[src/sv/mbo_pkg.sv]
// ----------------------------------------------------------------------------
// mbo_pkg
// Shared types and constants of the moving box overlap interval core.
// ----------------------------------------------------------------------------
package mbo_pkg;

    // Configuration register indexes
    localparam int CFG_INDEX_WIDTH = 1;

    localparam logic [CFG_INDEX_WIDTH-1:0] REG_WINDOW_START = 1'b0;
    localparam logic [CFG_INDEX_WIDTH-1:0] REG_WINDOW_END   = 1'b1;

    // Status of the shared divider as seen by the sequencer
    typedef struct packed {
        logic busy;
        logic done;
    } div_stat_t;

endpackage

[src/sv/mbo_item_if.sv]
// ----------------------------------------------------------------------------
// mbo_item_if
// Input channel: one dimension of both boxes, edges and edge velocities.
// ----------------------------------------------------------------------------
interface mbo_item_if #(
    parameter int COORD_WIDTH = 32
);
    logic                          valid;
    logic                          ready;
    logic signed [COORD_WIDTH-1:0] a_low;
    logic signed [COORD_WIDTH-1:0] a_high;
    logic signed [COORD_WIDTH-1:0] a_low_speed;
    logic signed [COORD_WIDTH-1:0] a_high_speed;
    logic signed [COORD_WIDTH-1:0] b_low;
    logic signed [COORD_WIDTH-1:0] b_high;
    logic signed [COORD_WIDTH-1:0] b_low_speed;
    logic signed [COORD_WIDTH-1:0] b_high_speed;
    logic                          last_dim;

    modport source (
        output valid, a_low, a_high, a_low_speed, a_high_speed,
               b_low, b_high, b_low_speed, b_high_speed, last_dim,
        input  ready
    );

    modport sink (
        input  valid, a_low, a_high, a_low_speed, a_high_speed,
               b_low, b_high, b_low_speed, b_high_speed, last_dim,
        output ready
    );
endinterface

[src/sv/mbo_result_if.sv]
// ----------------------------------------------------------------------------
// mbo_result_if
// Output channel: overlap flag and overlap interval of one box pair.
// ----------------------------------------------------------------------------
interface mbo_result_if #(
    parameter int COORD_WIDTH = 32
);
    logic                          valid;
    logic                          ready;
    logic                          overlaps;
    logic signed [COORD_WIDTH-1:0] overlap_begin;
    logic signed [COORD_WIDTH-1:0] overlap_end;

    modport source (
        output valid, overlaps, overlap_begin, overlap_end,
        input  ready
    );

    modport sink (
        input  valid, overlaps, overlap_begin, overlap_end,
        output ready
    );
endinterface

[src/sv/mbo_cfg_if.sv]
// ----------------------------------------------------------------------------
// mbo_cfg_if
// Configuration write channel: register index and write data.
// ----------------------------------------------------------------------------
interface mbo_cfg_if #(
    parameter int COORD_WIDTH = 32
);
    logic                                 valid;
    logic                                 ready;
    logic [mbo_pkg::CFG_INDEX_WIDTH-1:0]  index;
    logic [COORD_WIDTH-1:0]               data;

    modport source (
        output valid, index, data,
        input  ready
    );

    modport sink (
        input  valid, index, data,
        output ready
    );
endinterface

[src/sv/moving_box_overlap_interval_core.sv]
// ----------------------------------------------------------------------------
// moving_box_overlap_interval_core
// Overlap test of two moving boxes in a time window, one dimension per beat;
// the overlap interval of the pair comes out on the beat marked last_dim.
//
//   channel  dir  handshake         payload
//   item     in   valid / ready     edges, edge speeds, last_dim
//   result   out  valid / ready     overlaps, overlap_begin, overlap_end
//   cfg      in   valid / ready     index, data (window_start, window_end)
//
// An item of an already rejected pair skips the arithmetic. Otherwise the eight
// projections go through one multiplier, then classify and merge, and a pair
// rejected at classification skips the merge; each crossing time, at most two,
// is computed on the shared radix-2 divider. item.ready is high only while idle.
// A finished result waits in the output register; the next item is taken
// meanwhile and only a further last_dim beat holds until result is free. Reset
// clears the window registers and the pair state; cfg is always ready.
// ----------------------------------------------------------------------------
module moving_box_overlap_interval_core #(
    parameter int COORD_WIDTH = 32,
    parameter int FRAC_BITS   = 12
) (
    input  logic         clk,
    input  logic         rst_n,
    mbo_item_if.sink     item,
    mbo_result_if.source result,
    mbo_cfg_if.sink      cfg
);
    import mbo_pkg::*;

    localparam int W         = COORD_WIDTH;
    localparam int NUM_WIDTH = COORD_WIDTH + FRAC_BITS + 1;
    localparam int DEN_WIDTH = COORD_WIDTH + 1;

    localparam logic signed [W-1:0] MAXV = {1'b0, {(W - 1){1'b1}}};
    localparam logic signed [W-1:0] MINV = {1'b1, {(W - 1){1'b0}}};
    localparam logic [NUM_WIDTH-1:0] HALF = {{(NUM_WIDTH - W){1'b0}}, 1'b1,
                                             {(W - 1){1'b0}}};

    localparam logic [3:0] PROJ_LAST = 4'd8;

    // Projection slots: low two bits pick the edge, bit 2 picks window end
    localparam int AL_S = 0;
    localparam int AH_S = 1;
    localparam int BL_S = 2;
    localparam int BH_S = 3;
    localparam int AL_E = 4;
    localparam int AH_E = 5;
    localparam int BL_E = 6;
    localparam int BH_E = 7;

    localparam int EA_LOW  = 0;
    localparam int EA_HIGH = 1;
    localparam int EB_LOW  = 2;
    localparam int EB_HIGH = 3;

    typedef enum logic [2:0] {
        ST_IDLE,
        ST_PROJ,
        ST_CLASSIFY,
        ST_DIV_A,
        ST_DIV_B,
        ST_MERGE,
        ST_FINISH
    } state_t;

    state_t              state_reg;
    logic [3:0]          cnt_reg;
    logic                div_start_reg;
    logic                sel_above_reg;
    logic signed [W-1:0] ts_reg;
    logic signed [W-1:0] te_reg;
    logic signed [W-1:0] run_begin_reg;
    logic signed [W-1:0] run_end_reg;
    logic                rejected_reg;
    logic                first_dim_reg;
    logic signed [W-1:0] t_above_reg;
    logic signed [W-1:0] t_below_reg;
    logic                out_valid_reg;
    logic                out_overlaps_reg;
    logic signed [W-1:0] out_begin_reg;
    logic signed [W-1:0] out_end_reg;

    logic signed [W-1:0] edge_reg  [4];
    logic signed [W-1:0] speed_reg [4];
    logic signed [W-1:0] proj_reg  [8];
    logic                last_reg;

    logic                mul_issue;
    logic signed [W-1:0] mul_proj;
    logic [2:0]          cap_idx;

    logic above_s, below_s, above_e, below_e;
    logic reject_now, need_above, need_below;

    logic signed [W:0]      num_wide;
    logic signed [W:0]      den_wide;
    logic                   num_neg;
    logic                   den_neg;
    logic                   num_zero;
    logic                   den_zero;
    logic [W:0]             num_mag;
    logic [W:0]             den_mag;
    logic [NUM_WIDTH-1:0]   div_numer;
    logic [NUM_WIDTH-1:0]   div_quot;
    div_stat_t              div_stat;
    logic signed [W-1:0]    q_sat;
    logic signed [W:0]      t_sum;
    logic signed [W-1:0]    t_calc;

    logic signed [W-1:0] cb;
    logic signed [W-1:0] ce;
    logic                out_free;
    logic                out_load;

    // ---------------------------------------------------------------- config
    assign cfg.ready = 1'b1;

    always_ff @(posedge clk or negedge rst_n)
    begin
        if (!rst_n)
        begin
            ts_reg <= '0;
            te_reg <= '0;
        end
        else if (cfg.valid)
        begin
            unique case (cfg.index)
                REG_WINDOW_START: ts_reg <= cfg.data;
                REG_WINDOW_END:   te_reg <= cfg.data;
            endcase
        end
    end

    // ---------------------------------------------------------- item capture
    always_ff @(posedge clk)
    begin
        if (item.valid && item.ready)
        begin
            edge_reg[EA_LOW]   <= item.a_low;
            edge_reg[EA_HIGH]  <= item.a_high;
            edge_reg[EB_LOW]   <= item.b_low;
            edge_reg[EB_HIGH]  <= item.b_high;
            speed_reg[EA_LOW]  <= item.a_low_speed;
            speed_reg[EA_HIGH] <= item.a_high_speed;
            speed_reg[EB_LOW]  <= item.b_low_speed;
            speed_reg[EB_HIGH] <= item.b_high_speed;
            last_reg           <= item.last_dim;
        end
        if (state_reg == ST_PROJ && cnt_reg != 4'd0)
            proj_reg[cap_idx] <= mul_proj;
    end

    // ------------------------------------------------------------ projection
    assign mul_issue = (state_reg == ST_PROJ) && (cnt_reg != PROJ_LAST);
    assign cap_idx   = 3'(cnt_reg - 4'd1);

    mbo_mul #(
        .COORD_WIDTH (COORD_WIDTH),
        .FRAC_BITS   (FRAC_BITS)
    ) u_mul (
        .clk      (clk),
        .issue    (mul_issue),
        .edge_pos (edge_reg[cnt_reg[1:0]]),
        .speed    (speed_reg[cnt_reg[1:0]]),
        .at_time  (cnt_reg[2] ? te_reg : ts_reg),
        .proj     (mul_proj)
    );

    // -------------------------------------------------------- classification
    always_comb
    begin
        above_s    = proj_reg[BH_S] < proj_reg[AL_S];
        below_s    = proj_reg[AH_S] < proj_reg[BL_S];
        above_e    = proj_reg[BH_E] < proj_reg[AL_E];
        below_e    = proj_reg[AH_E] < proj_reg[BL_E];
        reject_now = (above_s && above_e) || (below_s && below_e);
        need_above = above_s || above_e;
        need_below = below_s || below_e;
    end

    // ------------------------------------------------------- crossing times
    always_comb
    begin
        if (sel_above_reg)
        begin
            num_wide = {proj_reg[BH_S][W-1], proj_reg[BH_S]}
                     - {proj_reg[AL_S][W-1], proj_reg[AL_S]};
            den_wide = {speed_reg[EA_LOW][W-1], speed_reg[EA_LOW]}
                     - {speed_reg[EB_HIGH][W-1], speed_reg[EB_HIGH]};
        end
        else
        begin
            num_wide = {proj_reg[BL_S][W-1], proj_reg[BL_S]}
                     - {proj_reg[AH_S][W-1], proj_reg[AH_S]};
            den_wide = {speed_reg[EA_HIGH][W-1], speed_reg[EA_HIGH]}
                     - {speed_reg[EB_LOW][W-1], speed_reg[EB_LOW]};
        end
        num_neg   = num_wide[W];
        den_neg   = den_wide[W];
        num_zero  = (num_wide == '0);
        den_zero  = (den_wide == '0);
        num_mag   = num_neg ? (~num_wide + 1'b1) : num_wide;
        den_mag   = den_neg ? (~den_wide + 1'b1) : den_wide;
        div_numer = NUM_WIDTH'(num_mag) << FRAC_BITS;

        // Sign, saturation and zero-divisor rules on the raw magnitude
        priority if (den_zero)
            q_sat = num_zero ? '0 : (num_neg ? MINV : MAXV);
        else if (num_neg == den_neg)
            q_sat = (div_quot >= HALF) ? MAXV : div_quot[W-1:0];
        else
            q_sat = (div_quot > HALF) ? MINV : (~div_quot[W-1:0] + 1'b1);

        t_sum = {ts_reg[W-1], ts_reg} + {q_sat[W-1], q_sat};
        if (t_sum[W] != t_sum[W-1])
            t_calc = t_sum[W] ? MINV : MAXV;
        else
            t_calc = t_sum[W-1:0];
    end

    mbo_div #(
        .NUM_WIDTH (NUM_WIDTH),
        .DEN_WIDTH (DEN_WIDTH)
    ) u_div (
        .clk      (clk),
        .rst_n    (rst_n),
        .start    (div_start_reg),
        .numer    (div_numer),
        .denom    (den_mag),
        .stat     (div_stat),
        .quotient (div_quot)
    );

    // ----------------------------------------------------------------- merge
    always_comb
    begin
        cb = above_s ? t_above_reg : (below_s ? t_below_reg : ts_reg);
        ce = above_e ? t_above_reg : (below_e ? t_below_reg : te_reg);
    end

    assign out_free = !out_valid_reg || result.ready;
    assign out_load = (state_reg == ST_FINISH) && last_reg && out_free;

    // ------------------------------------------------------------- sequencer
    always_ff @(posedge clk or negedge rst_n)
    begin
        if (!rst_n)
        begin
            state_reg        <= ST_IDLE;
            cnt_reg          <= '0;
            div_start_reg    <= 1'b0;
            sel_above_reg    <= 1'b0;
            run_begin_reg    <= '0;
            run_end_reg      <= '0;
            rejected_reg     <= 1'b0;
            first_dim_reg    <= 1'b1;
            t_above_reg      <= '0;
            t_below_reg      <= '0;
            out_valid_reg    <= 1'b0;
            out_overlaps_reg <= 1'b0;
            out_begin_reg    <= '0;
            out_end_reg      <= '0;
        end
        else
        begin
            div_start_reg <= (state_reg == ST_CLASSIFY && !reject_now
                              && (need_above || need_below))
                          || (state_reg == ST_DIV_A && div_stat.done && need_below);
            if (out_load)
                out_valid_reg <= 1'b1;
            else if (result.ready)
                out_valid_reg <= 1'b0;

            unique case (state_reg)
                ST_IDLE:
                begin
                    if (item.valid)
                    begin
                        cnt_reg   <= '0;
                        // skip the arithmetic for a pair already rejected
                        state_reg <= rejected_reg ? ST_FINISH : ST_PROJ;
                    end
                end

                ST_PROJ:
                begin
                    cnt_reg <= cnt_reg + 1'b1;
                    if (cnt_reg == PROJ_LAST)
                        state_reg <= ST_CLASSIFY;
                end

                ST_CLASSIFY:
                begin
                    priority if (reject_now)
                    begin
                        rejected_reg <= 1'b1;
                        state_reg    <= ST_FINISH;
                    end
                    else if (need_above)
                    begin
                        sel_above_reg <= 1'b1;
                        state_reg     <= ST_DIV_A;
                    end
                    else if (need_below)
                    begin
                        sel_above_reg <= 1'b0;
                        state_reg     <= ST_DIV_B;
                    end
                    else
                        state_reg <= ST_MERGE;
                end

                ST_DIV_A:
                begin
                    if (div_stat.done)
                    begin
                        t_above_reg <= t_calc;
                        if (need_below)
                        begin
                            sel_above_reg <= 1'b0;
                            state_reg     <= ST_DIV_B;
                        end
                        else
                            state_reg <= ST_MERGE;
                    end
                end

                ST_DIV_B:
                begin
                    if (div_stat.done)
                    begin
                        t_below_reg <= t_calc;
                        state_reg   <= ST_MERGE;
                    end
                end

                ST_MERGE:
                begin
                    priority if (first_dim_reg)
                    begin
                        run_begin_reg <= cb;
                        run_end_reg   <= ce;
                    end
                    else if (run_end_reg < cb || ce < run_begin_reg)
                        rejected_reg <= 1'b1;
                    else
                    begin
                        if (run_begin_reg < cb)
                            run_begin_reg <= cb;
                        if (ce < run_end_reg)
                            run_end_reg <= ce;
                    end
                    state_reg <= ST_FINISH;
                end

                ST_FINISH:
                begin
                    if (!last_reg)
                    begin
                        first_dim_reg <= 1'b0;
                        state_reg     <= ST_IDLE;
                    end
                    else if (out_free)
                    begin
                        out_overlaps_reg <= !rejected_reg;
                        out_begin_reg    <= rejected_reg ? '0 : run_begin_reg;
                        out_end_reg      <= rejected_reg ? '0 : run_end_reg;
                        // return the pair state to its reset values
                        run_begin_reg    <= '0;
                        run_end_reg      <= '0;
                        rejected_reg     <= 1'b0;
                        first_dim_reg    <= 1'b1;
                        state_reg        <= ST_IDLE;
                    end
                end

                default:
                    state_reg <= ST_IDLE;
            endcase
        end
    end

    assign item.ready           = (state_reg == ST_IDLE);
    assign result.valid         = out_valid_reg;
    assign result.overlaps      = out_overlaps_reg;
    assign result.overlap_begin = out_begin_reg;
    assign result.overlap_end   = out_end_reg;

    // ------------------------------------------------------------ assertions
    a_one_item_at_a_time: assert property (@(posedge clk) disable iff (!rst_n)
        item.valid && item.ready |=> !item.ready)
        else $error("item accepted while previous item still in work");

    a_result_from_finish: assert property (@(posedge clk) disable iff (!rst_n)
        $rose(result.valid) |-> $past(state_reg == ST_FINISH))
        else $error("result raised outside pair completion");

    a_pair_cleared: assert property (@(posedge clk) disable iff (!rst_n)
        $rose(result.valid) |-> first_dim_reg && !rejected_reg)
        else $error("pair state not cleared after result");

    a_div_idle_on_start: assert property (@(posedge clk) disable iff (!rst_n)
        div_start_reg |-> !div_stat.busy)
        else $error("divider restarted while busy");

    a_rejected_zero: assert property (@(posedge clk) disable iff (!rst_n)
        result.valid && !result.overlaps |->
            result.overlap_begin == '0 && result.overlap_end == '0)
        else $error("rejected pair carries a nonzero interval");

endmodule

[src/sv/mbo_mul.sv]
// ----------------------------------------------------------------------------
// mbo_mul
// Shared projection unit: registered v * t, then x + (v * t >>> FRAC_BITS)
// saturated to COORD_WIDTH bits. The result follows in the cycle after issue.
// ----------------------------------------------------------------------------
module mbo_mul #(
    parameter int COORD_WIDTH = 32,
    parameter int FRAC_BITS   = 12
) (
    input  logic                          clk,
    input  logic                          issue,
    input  logic signed [COORD_WIDTH-1:0] edge_pos,
    input  logic signed [COORD_WIDTH-1:0] speed,
    input  logic signed [COORD_WIDTH-1:0] at_time,
    output logic signed [COORD_WIDTH-1:0] proj
);
    localparam int PW = 2 * COORD_WIDTH;

    localparam logic signed [PW:0] SUM_MAX = {{(COORD_WIDTH + 2){1'b0}},
                                              {(COORD_WIDTH - 1){1'b1}}};
    localparam logic signed [PW:0] SUM_MIN = {{(COORD_WIDTH + 2){1'b1}},
                                              {(COORD_WIDTH - 1){1'b0}}};

    logic signed [PW-1:0]          prod_reg;
    logic signed [COORD_WIDTH-1:0] pos_reg;
    logic signed [PW-1:0]          prod_sh;
    logic signed [PW:0]            sum;

    always_ff @(posedge clk)
    begin
        if (issue)
        begin
            prod_reg <= speed * at_time;
            pos_reg  <= edge_pos;
        end
    end

    always_comb
    begin
        prod_sh = prod_reg >>> FRAC_BITS;
        sum     = {{(COORD_WIDTH + 1){pos_reg[COORD_WIDTH-1]}}, pos_reg}
                + {prod_sh[PW-1], prod_sh};
        priority if (sum > SUM_MAX)
            proj = {1'b0, {(COORD_WIDTH - 1){1'b1}}};
        else if (sum < SUM_MIN)
            proj = {1'b1, {(COORD_WIDTH - 1){1'b0}}};
        else
            proj = sum[COORD_WIDTH-1:0];
    end

endmodule

[src/sv/mbo_div.sv]
// ----------------------------------------------------------------------------
// mbo_div
// Shared unsigned restoring divider, one quotient bit per cycle.
// Operands load on start; done pulses once the quotient is complete.
// ----------------------------------------------------------------------------
module mbo_div #(
    parameter int NUM_WIDTH = 45,
    parameter int DEN_WIDTH = 33
) (
    input  logic                   clk,
    input  logic                   rst_n,
    input  logic                   start,
    input  logic [NUM_WIDTH-1:0]   numer,
    input  logic [DEN_WIDTH-1:0]   denom,
    output mbo_pkg::div_stat_t     stat,
    output logic [NUM_WIDTH-1:0]   quotient
);
    import mbo_pkg::*;

    localparam int CNT_WIDTH = $clog2(NUM_WIDTH + 1);

    logic [DEN_WIDTH-1:0] rem_reg;
    logic [NUM_WIDTH-1:0] quo_reg;
    logic [DEN_WIDTH-1:0] den_reg;
    logic [CNT_WIDTH-1:0] cnt_reg;
    logic                 busy_reg;
    logic                 done_reg;

    logic [DEN_WIDTH:0]   trial;
    logic [DEN_WIDTH+1:0] diff;
    logic                 fits;

    always_comb
    begin
        trial = {rem_reg, quo_reg[NUM_WIDTH-1]};
        diff  = {1'b0, trial} - {2'b00, den_reg};
        fits  = ~diff[DEN_WIDTH+1];
    end

    always_ff @(posedge clk or negedge rst_n)
    begin
        if (!rst_n)
        begin
            cnt_reg  <= '0;
            busy_reg <= 1'b0;
            done_reg <= 1'b0;
        end
        else
        begin
            done_reg <= busy_reg && !start && (cnt_reg == CNT_WIDTH'(1));
            if (start)
            begin
                cnt_reg  <= CNT_WIDTH'(NUM_WIDTH);
                busy_reg <= 1'b1;
            end
            else if (busy_reg)
            begin
                cnt_reg <= cnt_reg - 1'b1;
                if (cnt_reg == CNT_WIDTH'(1))
                    busy_reg <= 1'b0;
            end
        end
    end

    // Numerator shifts out of quo_reg as quotient bits shift in
    always_ff @(posedge clk)
    begin
        if (start)
        begin
            rem_reg <= '0;
            quo_reg <= numer;
            den_reg <= denom;
        end
        else if (busy_reg)
        begin
            rem_reg <= fits ? diff[DEN_WIDTH-1:0] : trial[DEN_WIDTH-1:0];
            quo_reg <= {quo_reg[NUM_WIDTH-2:0], fits};
        end
    end

    assign stat.busy = busy_reg;
    assign stat.done = done_reg;
    assign quotient  = quo_reg;

endmodule

[src/flat_wrapper.sv]
// flat-port wrapper written by rule: the top's interface ports become plain ports
module moving_box_overlap_interval_core_flat import mbo_pkg::*;
#(
    parameter int COORD_WIDTH = 32,
    parameter int FRAC_BITS   = 12
)
  (clk, rst_n, item_valid, item_a_low, item_a_high, item_a_low_speed, item_a_high_speed, item_b_low, item_b_high, item_b_low_speed, item_b_high_speed, item_last_dim, item_ready, result_valid, result_overlaps, result_overlap_begin, result_overlap_end, result_ready, cfg_valid, cfg_index, cfg_data, cfg_ready);
  mbo_item_if #(.COORD_WIDTH(COORD_WIDTH)) item_i ();
  mbo_result_if #(.COORD_WIDTH(COORD_WIDTH)) result_i ();
  mbo_cfg_if #(.COORD_WIDTH(COORD_WIDTH)) cfg_i ();
  input  logic clk;
  input  logic rst_n;
  input wire logic [$bits(item_i.valid)-1:0] item_valid;
  input wire logic [$bits(item_i.a_low)-1:0] item_a_low;
  input wire logic [$bits(item_i.a_high)-1:0] item_a_high;
  input wire logic [$bits(item_i.a_low_speed)-1:0] item_a_low_speed;
  input wire logic [$bits(item_i.a_high_speed)-1:0] item_a_high_speed;
  input wire logic [$bits(item_i.b_low)-1:0] item_b_low;
  input wire logic [$bits(item_i.b_high)-1:0] item_b_high;
  input wire logic [$bits(item_i.b_low_speed)-1:0] item_b_low_speed;
  input wire logic [$bits(item_i.b_high_speed)-1:0] item_b_high_speed;
  input wire logic [$bits(item_i.last_dim)-1:0] item_last_dim;
  output wire logic [$bits(item_i.ready)-1:0] item_ready;
  output wire logic [$bits(result_i.valid)-1:0] result_valid;
  output wire logic [$bits(result_i.overlaps)-1:0] result_overlaps;
  output wire logic [$bits(result_i.overlap_begin)-1:0] result_overlap_begin;
  output wire logic [$bits(result_i.overlap_end)-1:0] result_overlap_end;
  input wire logic [$bits(result_i.ready)-1:0] result_ready;
  input wire logic [$bits(cfg_i.valid)-1:0] cfg_valid;
  input wire logic [$bits(cfg_i.index)-1:0] cfg_index;
  input wire logic [$bits(cfg_i.data)-1:0] cfg_data;
  output wire logic [$bits(cfg_i.ready)-1:0] cfg_ready;
  assign item_i.valid = item_valid;
  assign item_i.a_low = item_a_low;
  assign item_i.a_high = item_a_high;
  assign item_i.a_low_speed = item_a_low_speed;
  assign item_i.a_high_speed = item_a_high_speed;
  assign item_i.b_low = item_b_low;
  assign item_i.b_high = item_b_high;
  assign item_i.b_low_speed = item_b_low_speed;
  assign item_i.b_high_speed = item_b_high_speed;
  assign item_i.last_dim = item_last_dim;
  assign item_ready = item_i.ready;
  assign result_valid = result_i.valid;
  assign result_overlaps = result_i.overlaps;
  assign result_overlap_begin = result_i.overlap_begin;
  assign result_overlap_end = result_i.overlap_end;
  assign result_i.ready = result_ready;
  assign cfg_i.valid = cfg_valid;
  assign cfg_i.index = cfg_index;
  assign cfg_i.data = cfg_data;
  assign cfg_ready = cfg_i.ready;
  moving_box_overlap_interval_core #(.COORD_WIDTH(COORD_WIDTH), .FRAC_BITS(FRAC_BITS)) u_core (.clk(clk), .rst_n(rst_n), .item(item_i), .result(result_i), .cfg(cfg_i));
endmodule
[config.mk]
export PLATFORM = sky130hd
export DESIGN_NAME = moving_box_overlap_interval_core_flat
export DESIGN_NICKNAME = d
export VERILOG_FILES = /design/src/sv/mbo_pkg.sv /design/src/sv/mbo_item_if.sv /design/src/sv/mbo_result_if.sv /design/src/sv/mbo_cfg_if.sv /design/src/sv/moving_box_overlap_interval_core.sv /design/src/sv/mbo_mul.sv /design/src/sv/mbo_div.sv /design/src/flat_wrapper.sv
export SDC_FILE = /design/constraint.sdc
export NUM_CORES = 2
export LEC_CHECK = 0
export ABC_AREA = 1
export BUFFER_PORTS_ARGS = -buffer_cell sky130_fd_sc_hd__buf_2
export CORE_ASPECT_RATIO = 0.8
export CORE_MARGIN = 1.5
export CORE_UTILIZATION = 55
export CTS_CLUSTER_DIAMETER = 40
export DETAILED_ROUTE_END_ITERATION = 8
export PLACE_DENSITY_LB_ADDON = 0.2
export SYNTH_ARGS = -nofsm -noshare
export SYNTH_HDL_FRONTEND = slang
export SYNTH_SLANG_ARGS = --single-unit
export TNS_END_PERCENT = 20
[constraint.sdc]
create_clock -name clk -period 14.1 [get_ports clk]
set_input_delay 0.705 -clock clk [delete_from_list [all_inputs] [get_ports clk]]
set_output_delay 0.705 -clock clk [all_outputs]
set_load 0.05 [all_outputs]
==> results by group <==
Cells and area
  • Nets: 13,170
  • Most frequent cells in the layout: nand2_1, inv_1, nor2_1
  • Max FFs per register: 256
  • Final std cell area, no fill: 0.1032 mm^2
  • Number of fill cells: 14,860
  • Layout cells sized above 1: 0.08144
  • Commonest non-fill, non-tap cell in the layout: nand2_1
  • Fin cells: 13,560
  • Area Growth Syn to Fin: 9.768%

Floorplan
  • Die ar.: 0.1735 mm^2
  • Row cnt: 135
  • Core Area: 0.1696 mm^2
  • Die W: 465.3 um
  • Total I/O pin count: 363
  • Initial Util: 0.5545
  • Die H: 372.9 um

Worst setup path
  • CP endpoint kind: flip-flop
  • Arrival @ worst endpoint: 11.06 ns
  • Worst Path Max Fanout: 86
  • Critical-path cell with the highest stage delay: clkinv_1
  • Crit path largest cell delay: 1.07 ns
  • Critical Path Source Type: flip-flop
  • Worst Path Required: 14.60 ns
  • Crit path top cell by count: fa_1
  • Crit path kind: flip-flop to flip-flop

Timing
  • Hold slack: 0.05653 ns
  • Worst Skew: 0.08397 ns
  • Fin. max-slew vios: 0
  • Final Hold Vio Count: 0
  • RSZ-0062 raised after global routing: no
  • Setup violations, final: 0
  • Minimum clock period: 10.55 ns
  • Slew HR: 0.02137
  • Achievable clock frequency: 0.09477 GHz
  • Setup_tns: 0 ns
  • Period utilization: 0.7484
  • Worst slew pin tran: 1.464 ns

Clocking
  • Hold-fix buffers at CTS: 1
  • CTS HTree Levels: 4
  • Clk pin slew, worst setup/hold paths: 0.06 ns
  • Post-CTS sizing: 0
  • Total CTS buffers: 138
  • Clock Path Buffers: 3
  • Clk sinks: 985
  • Clock Latency Late Sink: 0.83 ns
  • CTS root buf: clkbuf_16
  • Post-CTS Setup Inserts: 0
  • TritonCTS clock tree: built

Logic synthesis
  • Syn Std Cell Area: 0.09404 mm^2
  • Netlist cell types: 86
  • Number of enable flip-flop cells after synthesis: 663
  • Post-synthesis adder-cell area fraction: 0.3140
  • Async SR Flop Fraction: 0.2812
  • Post-Synthesis Net Count: 12,920
  • Synth Area in Simple Gates: 0.1675
  • Mux cell area share after synthesis: 0.0001064
  • Yosys warns: 0
  • Post-synth top flop: edfxtp_1
  • Yosys reg bits: 985
  • Cells after Synth: 10,920
  • XOR/XNOR share of the synthesized area: 0.02206
  • Compound-cell area share of the yosys netlist: 0.1055
  • Post-synthesis sequential area ratio: 0.2950
  • Largest family of logic cells by synthesized area: adder cells
  • Synth Area per Inst: 8.615 um^2

Route
  • Vias per Instance: 5.831
  • Total Routed Length: 332.8 mm
  • Pre-antenna DRT Iters: 9
  • Wire per inst: 24.55 um
  • DRT iter0 DRCs: 9,510
  • Vias: 79,040
  • DRC viols: 26
  • ANT nets after route: 0

Outcome
  • Failing checks: design-rule violations
  • Status: finished with violations

Placement
  • IO buf count: 361
  • DP Cell Count: 13,290
  • Gpl congestion: 1.036
  • Area after DPL: 0.09824 mm^2
  • HPWL after DPL: 262.9 mm

Flow run
  • Max-Cap Viols: 0

Global route
  • Antenna violations before repair: 21
  • Vias in the first global route: 77,730
  • Largest net degree at the start of global routing: 163
  • Global Route Usage Sum: 0.3874
  • GRT Residual Overflow: 0
  • Global-route wire length before repair: 498.0 mm

Hold path
  • HP Class: input pin to flip-flop
metal layers:
metal	wire length, um	track usage	part of all wire	vias up
met3	47930	0.1515	0.14	627
met1	139000	0.5604	0.42	38570
met4	12530	0.1230	0.038	18
met2	133300	0.5297	0.40	4536
met5	112	0	0.00034	-
li1	-	-	-	35290
area by class of cell:
cell class              instances  area [um^2]  share of cell area
repair buffers                484         2755             0.02669
clock inverters                98         1394             0.01350
flip-flops and latches        985        27750              0.2688
well taps                    2260         2828             0.02739
clock buffers                 158         3558             0.03447
multi-input cells            7583        57490              0.5569
inverters                    1977         7428             0.07196
diodes                         11        27.53           0.0002667
final timing paths:
kind                                                           start                                     endpoint  slack [ns]  depth (start not counted)
worst max register to register         u_core.cnt_reg[0]$_DFFE_PN0P_          u_core.u_mul.prod_reg[60]$_DFFE_PP_        3.55                         26
max in group asynchronous                                      rst_n            u_core.t_above_reg[8]$_DFFE_PN0P_       11.48                          4
worst min register to register  u_core.u_div.rem_reg[3]$_SDFFE_PP0P_         u_core.u_div.rem_reg[3]$_SDFFE_PP0P_        0.47                          2
min in group asynchronous                                      rst_n  u_core.result.overlap_begin[29]$_DFFE_PN0P_        0.47                          2
worst min-delay path                                  item_a_high[6]              u_core.edge_reg[1][6]$_DFFE_PP_        0.06                          1
worst max-delay path                   u_core.cnt_reg[0]$_DFFE_PN0P_          u_core.u_mul.prod_reg[60]$_DFFE_PP_        3.55                         26
cell usage after synthesis (all sizes together), types with 85 or more instances:
cell type  count  area share
xnor2         85      0.0079
o21ai        797       0.043
ha           619       0.082
nand2       2207       0.089
xor2         151       0.014
a21oi        598       0.033
clkbuf       291       0.012
nand4        136      0.0092
nor2        1136       0.046
edfxtp       663        0.21
fa          1088        0.23
dfrtp        276       0.073
inv         1954       0.078
nand3        234       0.013
cell families after synthesis:
group / Yosys count
buffers and inverters: 2348
multiplexers: 1
flip-flops: 985
other: 1
XOR/XNOR: 236
AND/OR/NAND/NOR: 3875
AO/OA/AOI/OAI: 1763
adder cells (fa/ha/maj): 1707
critical path, delay by kind of cell, from the launching register on:
family | cells | cell delay (ns)
buffers and inverters | 5 | 1.74
AOI/OAI and AO/OA | 4 | 0.87
DFF | 1 | 1.03
xor gates and xnor gates | 1 | 0.14
adders and majority gates | 9 | 4.59
and+or+nand+nor | 7 | 1.82
through the flow:
step | utilization | setup WS (ns)
5_1_grt | 0.6086 | 3.153
3_3_place_gp | 0.5793 | 3.791
2_1_floorplan | - | 1.102
6_report | 0.6087 | 3.548
4_1_cts | 0.6085 | 3.766
3_5_place_dp | 0.5793 | 3.822
Power is not shown: default switching activity piles up to over one toggle a cycle in this logic, so the estimate is an artifact.
